File: config.mk
export PLATFORM = sky130hd
export DESIGN_NAME = pressure_step_detector
export DESIGN_NICKNAME = d
export VERILOG_FILES = /design/src/psd_pkg.sv /design/src/psd_front.sv /design/src/psd_queue.sv /design/src/psd_back.sv /design/src/pressure_step_detector.sv
export SDC_FILE = /design/constraint.sdc
export NUM_CORES = 2
export LEC_CHECK = 0
export BUFFER_PORTS_ARGS = -buffer_cell sky130_fd_sc_hd__buf_4
export CAP_MARGIN = 5
export CORE_MARGIN = 2
export CORE_UTILIZATION = 27
export CTS_CLUSTER_SIZE = 24
export DETAILED_ROUTE_END_ITERATION = 8
export PLACE_DENSITY_LB_ADDON = 0.12
export SETUP_SLACK_MARGIN = 0.15
export SLEW_MARGIN = 5
export SYNTH_ARGS = -nofsm -noshare
export SYNTH_HDL_FRONTEND = slang
export SYNTH_SLANG_ARGS = --single-unit
File: constraint.sdc
create_clock -name aclk -period 19.4 [get_ports aclk]
set_input_delay 0.97 -clock aclk [delete_from_list [all_inputs] [get_ports aclk]]
set_output_delay 0.97 -clock aclk [all_outputs]
set_load 0.01 [all_outputs]
File: src/psd_pkg.sv
// Pressure step detector package: shared types, register indexes, phase codes.
// Used by every module of the block; depends on nothing.
`timescale 1ns / 1ps
`default_nettype none

package psd_pkg;

    localparam int SAMPLE_W     = 12;
    localparam int LEVEL_W      = 20;
    localparam int CFG_INDEX_W  = 3;
    localparam int CFG_DATA_W   = 20;
    localparam int QUEUE_DEPTH  = 4;
    localparam int QUEUE_AW     = 2;
    localparam int CREDIT_W     = QUEUE_AW + 1;

    localparam logic [CFG_INDEX_W-1:0] CFG_WALK_THRESHOLD = 3'd0;
    localparam logic [CFG_INDEX_W-1:0] CFG_RUN_THRESHOLD  = 3'd1;
    localparam logic [CFG_INDEX_W-1:0] CFG_HANG_THRESHOLD = 3'd2;
    localparam logic [CFG_INDEX_W-1:0] CFG_SMOOTH_FACTOR  = 3'd3;
    localparam logic [CFG_INDEX_W-1:0] CFG_WALK_DWELL     = 3'd4;
    localparam logic [CFG_INDEX_W-1:0] CFG_RUN_DWELL      = 3'd5;
    localparam logic [CFG_INDEX_W-1:0] CFG_TIMEOUT_LIMIT  = 3'd6;

    localparam logic [7:0] SMOOTH_FACTOR_RESET = 8'd128;
    localparam logic [7:0] WALK_DWELL_RESET    = 8'd20;
    localparam logic [7:0] RUN_DWELL_RESET     = 8'd10;
    localparam logic [7:0] TIMEOUT_LIMIT_RESET = 8'd200;

    localparam logic [2:0] PHASE_CODE_IDLE      = 3'd0;
    localparam logic [2:0] PHASE_CODE_WALK_DIP  = 3'd1;
    localparam logic [2:0] PHASE_CODE_RUN_DIP   = 3'd2;
    localparam logic [2:0] PHASE_CODE_WALK_HELD = 3'd3;
    localparam logic [2:0] PHASE_CODE_RUN_HELD  = 3'd4;
    localparam logic [2:0] PHASE_CODE_WALK_DONE = 3'd5;
    localparam logic [2:0] PHASE_CODE_RUN_DONE  = 3'd6;

    localparam logic [1:0] EVENT_NONE = 2'd0;
    localparam logic [1:0] EVENT_WALK = 2'd1;
    localparam logic [1:0] EVENT_RUN  = 2'd2;

    typedef enum logic [6:0] {
        PH_IDLE      = 7'b0000001,
        PH_WALK_DIP  = 7'b0000010,
        PH_RUN_DIP   = 7'b0000100,
        PH_WALK_HELD = 7'b0001000,
        PH_RUN_HELD  = 7'b0010000,
        PH_WALK_DONE = 7'b0100000,
        PH_RUN_DONE  = 7'b1000000
    } phase_t;

    typedef struct packed {
        logic [LEVEL_W-1:0] walk_threshold;
        logic [LEVEL_W-1:0] run_threshold;
        logic [LEVEL_W-1:0] hang_threshold;
        logic [7:0]         smooth_factor;
        logic [7:0]         walk_dwell;
        logic [7:0]         run_dwell;
        logic [7:0]         timeout_limit;
    } cfg_t;

    typedef struct packed {
        logic [LEVEL_W-1:0] mean;
        logic               counting_enabled;
    } queue_word_t;

    function automatic logic [2:0] phase_code(input phase_t ph);
        logic [2:0] code;
        case (ph)
            PH_IDLE:      code = PHASE_CODE_IDLE;
            PH_WALK_DIP:  code = PHASE_CODE_WALK_DIP;
            PH_RUN_DIP:   code = PHASE_CODE_RUN_DIP;
            PH_WALK_HELD: code = PHASE_CODE_WALK_HELD;
            PH_RUN_HELD:  code = PHASE_CODE_RUN_HELD;
            PH_WALK_DONE: code = PHASE_CODE_WALK_DONE;
            PH_RUN_DONE:  code = PHASE_CODE_RUN_DONE;
            default:      code = PHASE_CODE_IDLE;
        endcase
        return code;
    endfunction

endpackage

`default_nettype wire

File: src/psd_front.sv
// Front end: sums the samples of a word and scales the sum to a rounded Q12.8 mean.
// Two register stages, no stall; uses psd_pkg.
`timescale 1ns / 1ps
`default_nettype none

module psd_front #(
    parameter int SAMPLES_PER_TICK = 5
) (
    input  wire logic                          aclk,
    input  wire logic                          aresetn,
    input  wire logic                          in_valid,
    input  wire logic [psd_pkg::SAMPLE_W-1:0]  sample_a,
    input  wire logic [psd_pkg::SAMPLE_W-1:0]  sample_b,
    input  wire logic [psd_pkg::SAMPLE_W-1:0]  sample_c,
    input  wire logic [psd_pkg::SAMPLE_W-1:0]  sample_d,
    input  wire logic [psd_pkg::SAMPLE_W-1:0]  sample_e,
    input  wire logic                          counting_enabled,
    output logic                               out_valid,
    output psd_pkg::queue_word_t               out_word
);

    localparam int NUSED = (SAMPLES_PER_TICK > 5) ? 5 :
                           ((SAMPLES_PER_TICK < 1) ? 1 : SAMPLES_PER_TICK);
    localparam int SUM_W       = psd_pkg::SAMPLE_W + 3;
    localparam int X_W         = SUM_W + 8;
    localparam int RECIP_SHIFT = 26;
    localparam int RECIP_W     = RECIP_SHIFT + 1;
    localparam int PROD_W      = X_W + RECIP_W;
    localparam logic [RECIP_W-1:0] RECIP =
        RECIP_W'(((2 ** RECIP_SHIFT) + NUSED - 1) / NUSED);
    localparam logic [X_W-1:0] ROUND_HALF = X_W'(NUSED / 2);

    logic [psd_pkg::SAMPLE_W-1:0] samples [5];
    logic [SUM_W-1:0]             sum;
    logic [X_W-1:0]               x_next;
    logic [PROD_W-1:0]            prod;

    logic                         v1_reg;
    logic                         en1_reg;
    logic [X_W-1:0]               x1_reg;
    logic                         v2_reg;
    psd_pkg::queue_word_t         word2_reg;

    assign samples[0] = sample_a;
    assign samples[1] = sample_b;
    assign samples[2] = sample_c;
    assign samples[3] = sample_d;
    assign samples[4] = sample_e;

    always_comb begin
        sum = '0;
        for (int i = 0; i < NUSED; i++) begin
            sum = sum + SUM_W'(samples[i]);
        end
    end

    assign x_next = {sum, 8'd0} + ROUND_HALF;
    assign prod   = PROD_W'(x1_reg) * PROD_W'(RECIP);

    always_ff @(posedge aclk) begin
        if (!aresetn) begin
            v1_reg <= 1'b0;
            v2_reg <= 1'b0;
        end else begin
            v1_reg <= in_valid;
            v2_reg <= v1_reg;
        end
    end

    always_ff @(posedge aclk) begin
        en1_reg                    <= counting_enabled;
        x1_reg                     <= x_next;
        word2_reg.mean             <= prod[RECIP_SHIFT + psd_pkg::LEVEL_W - 1:RECIP_SHIFT];
        word2_reg.counting_enabled <= en1_reg;
    end

    assign out_valid = v2_reg;
    assign out_word  = word2_reg;

endmodule

`default_nettype wire

File: src/psd_queue.sv
// Four-word queue between the front end and the step engine.
// Register array with read and write pointers; uses psd_pkg.
`timescale 1ns / 1ps
`default_nettype none

module psd_queue (
    input  wire logic                  aclk,
    input  wire logic                  aresetn,
    input  wire logic                  push,
    input  wire psd_pkg::queue_word_t  push_word,
    input  wire logic                  pop,
    output logic                       out_valid,
    output psd_pkg::queue_word_t       out_word
);

    psd_pkg::queue_word_t              mem [psd_pkg::QUEUE_DEPTH];
    logic [psd_pkg::QUEUE_AW-1:0]      wr_ptr_reg;
    logic [psd_pkg::QUEUE_AW-1:0]      rd_ptr_reg;
    logic [psd_pkg::CREDIT_W-1:0]      count_reg;
    logic [psd_pkg::CREDIT_W-1:0]      count_next;

    always_comb begin
        count_next = count_reg;
        if (push && !pop) begin
            count_next = count_reg + 1'b1;
        end else if (pop && !push) begin
            count_next = count_reg - 1'b1;
        end
    end

    always_ff @(posedge aclk) begin
        if (!aresetn) begin
            wr_ptr_reg <= '0;
            rd_ptr_reg <= '0;
            count_reg  <= '0;
        end else begin
            if (push) begin
                wr_ptr_reg <= wr_ptr_reg + 1'b1;
            end
            if (pop) begin
                rd_ptr_reg <= rd_ptr_reg + 1'b1;
            end
            count_reg <= count_next;
        end
    end

    always_ff @(posedge aclk) begin
        if (push) begin
            mem[wr_ptr_reg] <= push_word;
        end
    end

    assign out_valid = (count_reg != '0);
    assign out_word  = mem[rd_ptr_reg];

    a_no_overflow: assert property (@(posedge aclk) disable iff (!aresetn)
        !(push && !pop && (count_reg == psd_pkg::CREDIT_W'(psd_pkg::QUEUE_DEPTH))))
        else $error("queue written while full");

    a_no_underflow: assert property (@(posedge aclk) disable iff (!aresetn)
        pop |-> (count_reg != '0))
        else $error("queue read while empty");

endmodule

`default_nettype wire

File: src/psd_back.sv
// Step engine: exponential filter, phase machine, step totals and result register.
// Pops words from psd_queue; uses psd_pkg.
`timescale 1ns / 1ps
`default_nettype none

module psd_back (
    input  wire logic                          aclk,
    input  wire logic                          aresetn,
    input  wire psd_pkg::cfg_t                 cfg,
    input  wire logic                          in_valid,
    input  wire psd_pkg::queue_word_t          in_word,
    output logic                               pop,
    output logic                               m_valid,
    input  wire logic                          m_ready,
    output logic [psd_pkg::LEVEL_W-1:0]        m_filtered_pressure,
    output logic [2:0]                         m_phase,
    output logic                               m_walk_led,
    output logic                               m_run_led,
    output logic [31:0]                        m_walk_steps,
    output logic [31:0]                        m_run_steps,
    output logic [1:0]                         m_step_event,
    output logic                               m_timed_out
);

    localparam int W = psd_pkg::LEVEL_W;

    logic [W-1:0]          level_reg;
    logic [W-1:0]          level_next;
    psd_pkg::phase_t       phase_reg;
    psd_pkg::phase_t       phase_next;
    logic [7:0]            dwell_reg;
    logic [7:0]            dwell_next;
    logic [7:0]            dwell_up;
    logic [7:0]            busy_reg;
    logic [7:0]            busy_next;
    logic [31:0]           walk_total_reg;
    logic [31:0]           walk_total_next;
    logic [31:0]           run_total_reg;
    logic [31:0]           run_total_next;
    logic                  walk_lamp_reg;
    logic                  walk_lamp_next;
    logic                  run_lamp_reg;
    logic                  run_lamp_next;
    logic [1:0]            event_next;
    logic                  tout_next;
    logic                  walk_zone;
    logic                  run_zone;
    logic                  lifted;

    logic signed [W:0]     diff;
    logic signed [8:0]     factor;
    logic signed [W+9:0]   weighted;
    logic signed [W+9:0]   shifted;

    logic                  m_valid_reg;
    logic [W-1:0]          m_level_reg;
    logic [2:0]            m_phase_reg;
    logic                  m_walk_led_reg;
    logic                  m_run_led_reg;
    logic [31:0]           m_walk_steps_reg;
    logic [31:0]           m_run_steps_reg;
    logic [1:0]            m_event_reg;
    logic                  m_tout_reg;

    assign pop = in_valid && (!m_valid_reg || m_ready);

    // mean + f * (old - mean) / 256, rounded half up
    assign diff       = $signed({1'b0, level_reg}) - $signed({1'b0, in_word.mean});
    assign factor     = $signed({1'b0, cfg.smooth_factor});
    assign weighted   = (W+10)'(diff * factor) + (W+10)'(128);
    assign shifted    = weighted >>> 8;
    assign level_next = in_word.mean + shifted[W-1:0];

    assign walk_zone = (level_next < cfg.walk_threshold) && (level_next >= cfg.run_threshold);
    assign run_zone  = level_next < cfg.run_threshold;
    assign lifted    = level_next > cfg.hang_threshold;

    always_comb begin
        phase_next      = phase_reg;
        dwell_next      = dwell_reg;
        busy_next       = busy_reg;
        walk_total_next = walk_total_reg;
        run_total_next  = run_total_reg;
        walk_lamp_next  = walk_lamp_reg;
        run_lamp_next   = run_lamp_reg;
        event_next      = psd_pkg::EVENT_NONE;
        tout_next       = 1'b0;
        dwell_up        = dwell_reg;
        if (in_word.counting_enabled) begin
            if (phase_reg != psd_pkg::PH_IDLE) begin
                if (busy_reg != 8'hFF) begin
                    busy_next = busy_reg + 8'd1;
                end
            end else begin
                busy_next = '0;
            end
            if (busy_next > cfg.timeout_limit) begin
                walk_lamp_next = 1'b0;
                run_lamp_next  = 1'b0;
                phase_next     = psd_pkg::PH_IDLE;
                busy_next      = '0;
                dwell_next     = '0;
                tout_next      = 1'b1;
            end
            dwell_up = (dwell_next != 8'hFF) ? dwell_next + 8'd1 : dwell_next;
            case (phase_next)
                psd_pkg::PH_IDLE: begin
                    if (walk_zone) begin
                        phase_next = psd_pkg::PH_WALK_DIP;
                    end else if (run_zone) begin
                        phase_next = psd_pkg::PH_RUN_DIP;
                    end
                end
                psd_pkg::PH_WALK_DIP: begin
                    if (walk_zone) begin
                        dwell_next = dwell_up;
                        if (dwell_up >= cfg.walk_dwell) begin
                            walk_lamp_next = 1'b1;
                            dwell_next     = '0;
                            phase_next     = psd_pkg::PH_WALK_HELD;
                        end
                    end else if (run_zone) begin
                        walk_lamp_next = 1'b0;
                        dwell_next     = dwell_next >> 1;
                        phase_next     = psd_pkg::PH_RUN_DIP;
                    end
                end
                psd_pkg::PH_RUN_DIP: begin
                    if (run_zone) begin
                        dwell_next = dwell_up;
                        if (dwell_up >= cfg.run_dwell) begin
                            run_lamp_next = 1'b1;
                            dwell_next    = '0;
                            phase_next    = psd_pkg::PH_RUN_HELD;
                        end
                    end
                end
                psd_pkg::PH_WALK_HELD: begin
                    if (lifted) begin
                        dwell_next = dwell_up;
                        if (dwell_up >= cfg.walk_dwell) begin
                            dwell_next = '0;
                            phase_next = psd_pkg::PH_WALK_DONE;
                        end
                    end
                end
                psd_pkg::PH_RUN_HELD: begin
                    if (lifted) begin
                        dwell_next = dwell_up;
                        if (dwell_up >= cfg.run_dwell) begin
                            dwell_next = '0;
                            phase_next = psd_pkg::PH_RUN_DONE;
                        end
                    end
                end
                psd_pkg::PH_WALK_DONE: begin
                    phase_next      = psd_pkg::PH_IDLE;
                    walk_total_next = walk_total_reg + 32'd1;
                    walk_lamp_next  = 1'b0;
                    event_next      = psd_pkg::EVENT_WALK;
                end
                psd_pkg::PH_RUN_DONE: begin
                    phase_next     = psd_pkg::PH_IDLE;
                    run_total_next = run_total_reg + 32'd1;
                    run_lamp_next  = 1'b0;
                    event_next     = psd_pkg::EVENT_RUN;
                end
                default: begin
                    phase_next = psd_pkg::PH_IDLE;
                end
            endcase
        end
    end

    always_ff @(posedge aclk) begin
        if (!aresetn) begin
            level_reg      <= '0;
            phase_reg      <= psd_pkg::PH_IDLE;
            dwell_reg      <= '0;
            busy_reg       <= '0;
            walk_total_reg <= '0;
            run_total_reg  <= '0;
            walk_lamp_reg  <= 1'b0;
            run_lamp_reg   <= 1'b0;
            m_valid_reg    <= 1'b0;
        end else begin
            if (pop) begin
                level_reg      <= level_next;
                phase_reg      <= phase_next;
                dwell_reg      <= dwell_next;
                busy_reg       <= busy_next;
                walk_total_reg <= walk_total_next;
                run_total_reg  <= run_total_next;
                walk_lamp_reg  <= walk_lamp_next;
                run_lamp_reg   <= run_lamp_next;
                m_valid_reg    <= 1'b1;
            end else if (m_ready) begin
                m_valid_reg <= 1'b0;
            end
        end
    end

    always_ff @(posedge aclk) begin
        if (pop) begin
            m_level_reg      <= level_next;
            m_phase_reg      <= psd_pkg::phase_code(phase_next);
            m_walk_led_reg   <= walk_lamp_next;
            m_run_led_reg    <= run_lamp_next;
            m_walk_steps_reg <= walk_total_next;
            m_run_steps_reg  <= run_total_next;
            m_event_reg      <= event_next;
            m_tout_reg       <= tout_next;
        end
    end

    assign m_valid             = m_valid_reg;
    assign m_filtered_pressure = m_level_reg;
    assign m_phase             = m_phase_reg;
    assign m_walk_led          = m_walk_led_reg;
    assign m_run_led           = m_run_led_reg;
    assign m_walk_steps        = m_walk_steps_reg;
    assign m_run_steps         = m_run_steps_reg;
    assign m_step_event        = m_event_reg;
    assign m_timed_out         = m_tout_reg;

    a_timeout_lamps_off: assert property (@(posedge aclk) disable iff (!aresetn)
        (m_valid_reg && m_tout_reg) |-> (!m_walk_led_reg && !m_run_led_reg))
        else $error("lamp lit on a timed-out word");

    a_event_returns_idle: assert property (@(posedge aclk) disable iff (!aresetn)
        (m_valid_reg && (m_event_reg != psd_pkg::EVENT_NONE))
            |-> (m_phase_reg == psd_pkg::PHASE_CODE_IDLE))
        else $error("step counted without return to idle");

endmodule

`default_nettype wire

File: src/pressure_step_detector.sv
// Pressure step detector top level: configuration registers, credit control,
// front end, word queue and step engine. Uses psd_pkg, psd_front, psd_queue, psd_back.
//
//   channel  prefix  direction  carries
//   input    s_      in         five samples and counting enable, one word per tick
//   result   m_      out        filtered level, phase, lamps, totals, event, timeout
//   config   cfg_    in         register index and write data
//
// Sustained rate is one word per cycle when the result side does not stall; an accepted
// word passes the two front-end stages and the queue before it reaches the result register.
// The filter and phase update are combinational logic in the step engine.
// aresetn is synchronous, active low; it clears control state, loads register defaults.
// s_ready drops while four words are in flight between acceptance and the result register.
`timescale 1ns / 1ps
`default_nettype none

module pressure_step_detector #(
    parameter int SAMPLES_PER_TICK = 5
) (
    input  wire logic                              aclk,
    input  wire logic                              aresetn,

    input  wire logic                              s_valid,
    output logic                                   s_ready,
    input  wire logic [psd_pkg::SAMPLE_W-1:0]      s_sample_a,
    input  wire logic [psd_pkg::SAMPLE_W-1:0]      s_sample_b,
    input  wire logic [psd_pkg::SAMPLE_W-1:0]      s_sample_c,
    input  wire logic [psd_pkg::SAMPLE_W-1:0]      s_sample_d,
    input  wire logic [psd_pkg::SAMPLE_W-1:0]      s_sample_e,
    input  wire logic                              s_counting_enabled,

    output logic                                   m_valid,
    input  wire logic                              m_ready,
    output logic [psd_pkg::LEVEL_W-1:0]            m_filtered_pressure,
    output logic [2:0]                             m_phase,
    output logic                                   m_walk_led,
    output logic                                   m_run_led,
    output logic [31:0]                            m_walk_steps,
    output logic [31:0]                            m_run_steps,
    output logic [1:0]                             m_step_event,
    output logic                                   m_timed_out,

    input  wire logic                              cfg_valid,
    output logic                                   cfg_ready,
    input  wire logic [psd_pkg::CFG_INDEX_W-1:0]   cfg_index,
    input  wire logic [psd_pkg::CFG_DATA_W-1:0]    cfg_data
);

    localparam int CW = psd_pkg::CREDIT_W;

    psd_pkg::cfg_t          cfg_reg;
    logic [CW-1:0]          credit_reg;
    logic [CW-1:0]          credit_next;
    logic                   accept;
    logic                   front_valid;
    psd_pkg::queue_word_t   front_word;
    logic                   queue_valid;
    psd_pkg::queue_word_t   queue_word;
    logic                   pop;

    assign cfg_ready = 1'b1;
    assign s_ready   = (credit_reg < CW'(psd_pkg::QUEUE_DEPTH));
    assign accept    = s_valid && s_ready;

    always_ff @(posedge aclk) begin
        if (!aresetn) begin
            cfg_reg.walk_threshold <= '0;
            cfg_reg.run_threshold  <= '0;
            cfg_reg.hang_threshold <= '0;
            cfg_reg.smooth_factor  <= psd_pkg::SMOOTH_FACTOR_RESET;
            cfg_reg.walk_dwell     <= psd_pkg::WALK_DWELL_RESET;
            cfg_reg.run_dwell      <= psd_pkg::RUN_DWELL_RESET;
            cfg_reg.timeout_limit  <= psd_pkg::TIMEOUT_LIMIT_RESET;
        end else if (cfg_valid && cfg_ready) begin
            case (cfg_index)
                psd_pkg::CFG_WALK_THRESHOLD: cfg_reg.walk_threshold <= cfg_data;
                psd_pkg::CFG_RUN_THRESHOLD:  cfg_reg.run_threshold  <= cfg_data;
                psd_pkg::CFG_HANG_THRESHOLD: cfg_reg.hang_threshold <= cfg_data;
                psd_pkg::CFG_SMOOTH_FACTOR:  cfg_reg.smooth_factor  <= cfg_data[7:0];
                psd_pkg::CFG_WALK_DWELL:     cfg_reg.walk_dwell     <= cfg_data[7:0];
                psd_pkg::CFG_RUN_DWELL:      cfg_reg.run_dwell      <= cfg_data[7:0];
                psd_pkg::CFG_TIMEOUT_LIMIT:  cfg_reg.timeout_limit  <= cfg_data[7:0];
                default: begin
                end
            endcase
        end
    end

    always_comb begin
        credit_next = credit_reg;
        if (accept && !pop) begin
            credit_next = credit_reg + 1'b1;
        end else if (pop && !accept) begin
            credit_next = credit_reg - 1'b1;
        end
    end

    always_ff @(posedge aclk) begin
        if (!aresetn) begin
            credit_reg <= '0;
        end else begin
            credit_reg <= credit_next;
        end
    end

    psd_front #(
        .SAMPLES_PER_TICK (SAMPLES_PER_TICK)
    ) u_front (
        .aclk             (aclk),
        .aresetn          (aresetn),
        .in_valid         (accept),
        .sample_a         (s_sample_a),
        .sample_b         (s_sample_b),
        .sample_c         (s_sample_c),
        .sample_d         (s_sample_d),
        .sample_e         (s_sample_e),
        .counting_enabled (s_counting_enabled),
        .out_valid        (front_valid),
        .out_word         (front_word)
    );

    psd_queue u_queue (
        .aclk      (aclk),
        .aresetn   (aresetn),
        .push      (front_valid),
        .push_word (front_word),
        .pop       (pop),
        .out_valid (queue_valid),
        .out_word  (queue_word)
    );

    psd_back u_back (
        .aclk                (aclk),
        .aresetn             (aresetn),
        .cfg                 (cfg_reg),
        .in_valid            (queue_valid),
        .in_word             (queue_word),
        .pop                 (pop),
        .m_valid             (m_valid),
        .m_ready             (m_ready),
        .m_filtered_pressure (m_filtered_pressure),
        .m_phase             (m_phase),
        .m_walk_led          (m_walk_led),
        .m_run_led           (m_run_led),
        .m_walk_steps        (m_walk_steps),
        .m_run_steps         (m_run_steps),
        .m_step_event        (m_step_event),
        .m_timed_out         (m_timed_out)
    );

    a_credit_bound: assert property (@(posedge aclk) disable iff (!aresetn)
        credit_reg <= CW'(psd_pkg::QUEUE_DEPTH))
        else $error("credit count above queue depth");

endmodule

`default_nettype wire
==> results.yml <==
status:
  status: "completed"
clock_network:
  cts_setup_buffers: 0
  htree_levels: 2
  cts_buffers: 52
  cts_tree: "yes"
  ctsHoldBuffers: 0
  clock-sinks: 429
  clkTransAtPathRegs_ns: 0.06
  insertion_delay_ns: 0.65
  post_cts_resized: 0
  clock_path_buffers: 3
  cts_root_buf: "clkbuf_16"
hold_path:
  hold_path_depth: 0
  hp-start: "u_front.en1_reg$_DFF_P_"
  min_path_type: "register to register"
sta:
  finalCriticalPeriod_ns: 13.16
  tightest_slew_ns: 1.07
  slew_headroom_pct: 28.4
  rsz0062_at_grt: "false"
  hold_viol_final: 0
  setup_viol: 0
  slew_viol_final: 0
  skew_ns: 0.0378
  fin_crit_sh_pct: 67.8
  fin_tns_setup_ns: 0
  fmax_ghz: 0.0760
floorplanning:
  dieArea_um2: 125000
  die_x_um: 354
  core_region_area_um2: 122000
  pin_count: 184
  start_util_pct: 27.2
  rows: 128
  die_h_um: 354
route:
  drt-initial-drc-count: 1025
  avgRoutedWirePerCell_um: 17.0
  viasPerCell: 4.47
  wl_um: 89300
  vias: 23426
  drc_errors: 0
  ant_nets: 0
  drtPass1Iterations: 5
global_routing:
  grt_max_degree: 84
  track_usage_pct: 14.4
  gr-total-overflow: 0
  antenna_found_initial: 10
  first_global_vias: 24121
  grt_pass1_wl_um: 142000
logic_synthesis:
  syn_avg_cell_area_um2: 9.70
  synthDistinctLibCells: 87
  synth-simple-area-share_pct: 16.0
  synth_fa_ha_area_share_pct: 28.8
  synth_top_family_by_area: "adder cells"
  synth_area_um2: 33000
  async_flop_share_pct: 0
  synth_xor_area_share_pct: 6.07
  synthMuxAreaShare_pct: 1.75
  synth_top_flop_cell: "dfxtp_1"
  synth-seq-cells: 429
  syn-num-nets: 4114
  netlist_instances: 3405
  yosys_warnings: 0
  synth-compound-area-share_pct: 10.0
  synth_edf_count: 176
  seq_area_frac_synth_pct: 31.3
worst_setup_path:
  cp-end-kind: "register"
  arrival_ns: 13.66
  crit_type: "register to register"
  cp.required_ns: 19.90
  crit_top_cell: "a21oi_1"
  path_max_fanout: 22
  max_stage_delay_ns: 0.82
  cp_slowest_cell: "a221oi_2"
  rr_worst_depth: 48
  start_kind: "register"
layout:
  area_growth_pct: 15.6
  nNetsFinal: 4282
  mostFrequentLayoutCells: "nand2_1, inv_1, ha_1, dfxtp_1, fa_1"
  layout_commonest_cell: "nand2_1"
  nFillCells: 12732
  antennaDiodeCount: 0
  multi_input_area_um2: 20700
  register_area_um2: 10300
  largest_reg_flops: 92
  drive_gt1_share_pct: 10.1
place:
  portBuffers: 182
  routabilityCongestion: 0.791
  place_hpwl_um: 69100
run:
  cap_violations: 0
==> cells in the mapped netlist, types with 4 or more instances <==
| master | number | share of area (%) |
|---|---|---|
| nand4_1 | 32 | 0.61 |
| fa_1 | 235 | 14 |
| a22oi_1 | 5 | 0.11 |
| xnor2_1 | 136 | 3.6 |
| nor2b_1 | 46 | 0.87 |
| o21bai_1 | 9 | 0.20 |
| a221oi_1 | 4 | 0.11 |
| o211a_1 | 5 | 0.15 |
| a31o_2 | 4 | 0.11 |
| xor2_1 | 88 | 2.3 |
| ha_1 | 385 | 15 |
| buf_2 | 4 | 0.061 |
| a41oi_1 | 4 | 0.11 |
| mux2_2 | 5 | 0.17 |
| a21o_1 | 40 | 0.91 |
| o21a_1 | 34 | 0.77 |
| a21boi_0 | 128 | 2.9 |
| nor2_1 | 160 | 1.8 |
| a21oi_1 | 87 | 1.3 |
| nand2_1 | 432 | 4.9 |
| or4_1 | 4 | 0.091 |
| clkbuf_1 | 96 | 1.1 |
| and4_1 | 9 | 0.24 |
| and2_1 | 154 | 2.9 |
| o22ai_1 | 4 | 0.076 |
| dfxtp_1 | 253 | 15 |
| nor3_1 | 45 | 0.68 |
| buf_1 | 5 | 0.057 |
| nor3b_1 | 6 | 0.14 |
| o31ai_1 | 5 | 0.11 |
| edfxtp_1 | 176 | 16 |
| or3_1 | 23 | 0.44 |
| a31oi_1 | 16 | 0.30 |
| a211oi_1 | 8 | 0.18 |
| mux4_2 | 20 | 1.4 |
| o21ai_0 | 72 | 1.1 |
| o211ai_1 | 16 | 0.36 |
| mux2i_1 | 7 | 0.21 |
| nand3_1 | 85 | 1.3 |
| and3_1 | 34 | 0.64 |
| or2_2 | 6 | 0.11 |
| inv_1 | 421 | 4.8 |
| nand2b_1 | 30 | 0.57 |
==> final timing paths <==
check	end	slack, ns
min reg2reg	u_front.out_word[0]$_DFF_P_	0.33
min	u_front.out_word[0]$_DFF_P_	0.33
max reg2reg	u_back.m_phase[0]$_DFFE_PP_	6.24
max	u_back.m_phase[0]$_DFFE_PP_	6.24
==> kinds of logic after synthesis <==
group | Yosys count
XOR/XNOR | 226
flip-flops | 429
adder cells (fa/ha/maj) | 620
other | 1
AND/OR/NAND/NOR | 1087
buffers and inverters | 528
multiplexers | 32
AO/OA/AOI/OAI | 482
==> layer usage <==
layer	up-vias	routed length, µm	GRT usage [%]
met1	11259	44700	20.6
li1	11720	-	-
met2	339	39000	22.4
met5	-	86	0
met4	14	1540	2.79
met3	94	3960	2.85
==> metrics by stage <==
step           setup WS, ns  hold WS, ns  cell area [µm²]  utilization (%)  instances
2_1_floorplan          7.32        0.310            33000                -       3405
3_3_place_gp           6.34        0.360            36300             29.9       5144
3_5_place_dp           6.19        0.337            36300             29.9       5144
4_1_cts                6.13        0.342            38200             31.4       5242
5_1_grt                5.15        0.350            38200             31.4       5242
6_report               6.24        0.332            38200             31.4       5242
==> layout make-up <==
| cell class | instances | area share [%] |
|---|---|---|
| sequential | 429 | 27.1 |
| timing repair buffer | 221 | 4.36 |
| tap | 1625 | 5.33 |
| clock inverter | 29 | 1.06 |
| clock buffer | 69 | 3.73 |
| multi-input combinational | 2448 | 54.3 |
| inverter | 421 | 4.15 |
==> worst max-delay path: cells and delay by family, from the launching register on <==
family          cells  cell delay, ns
buf+inv             2            0.43
compound gates     20            4.25
xor+xnor            3            1.25
fa+ha+maj          10            3.92
simple gates       12            2.19
flops               1            0.30
mux                 1            0.59
Power is left out: the tool's default activity adds up to more than one toggle a clock period on the data nets, which glitch-free logic cannot reach.
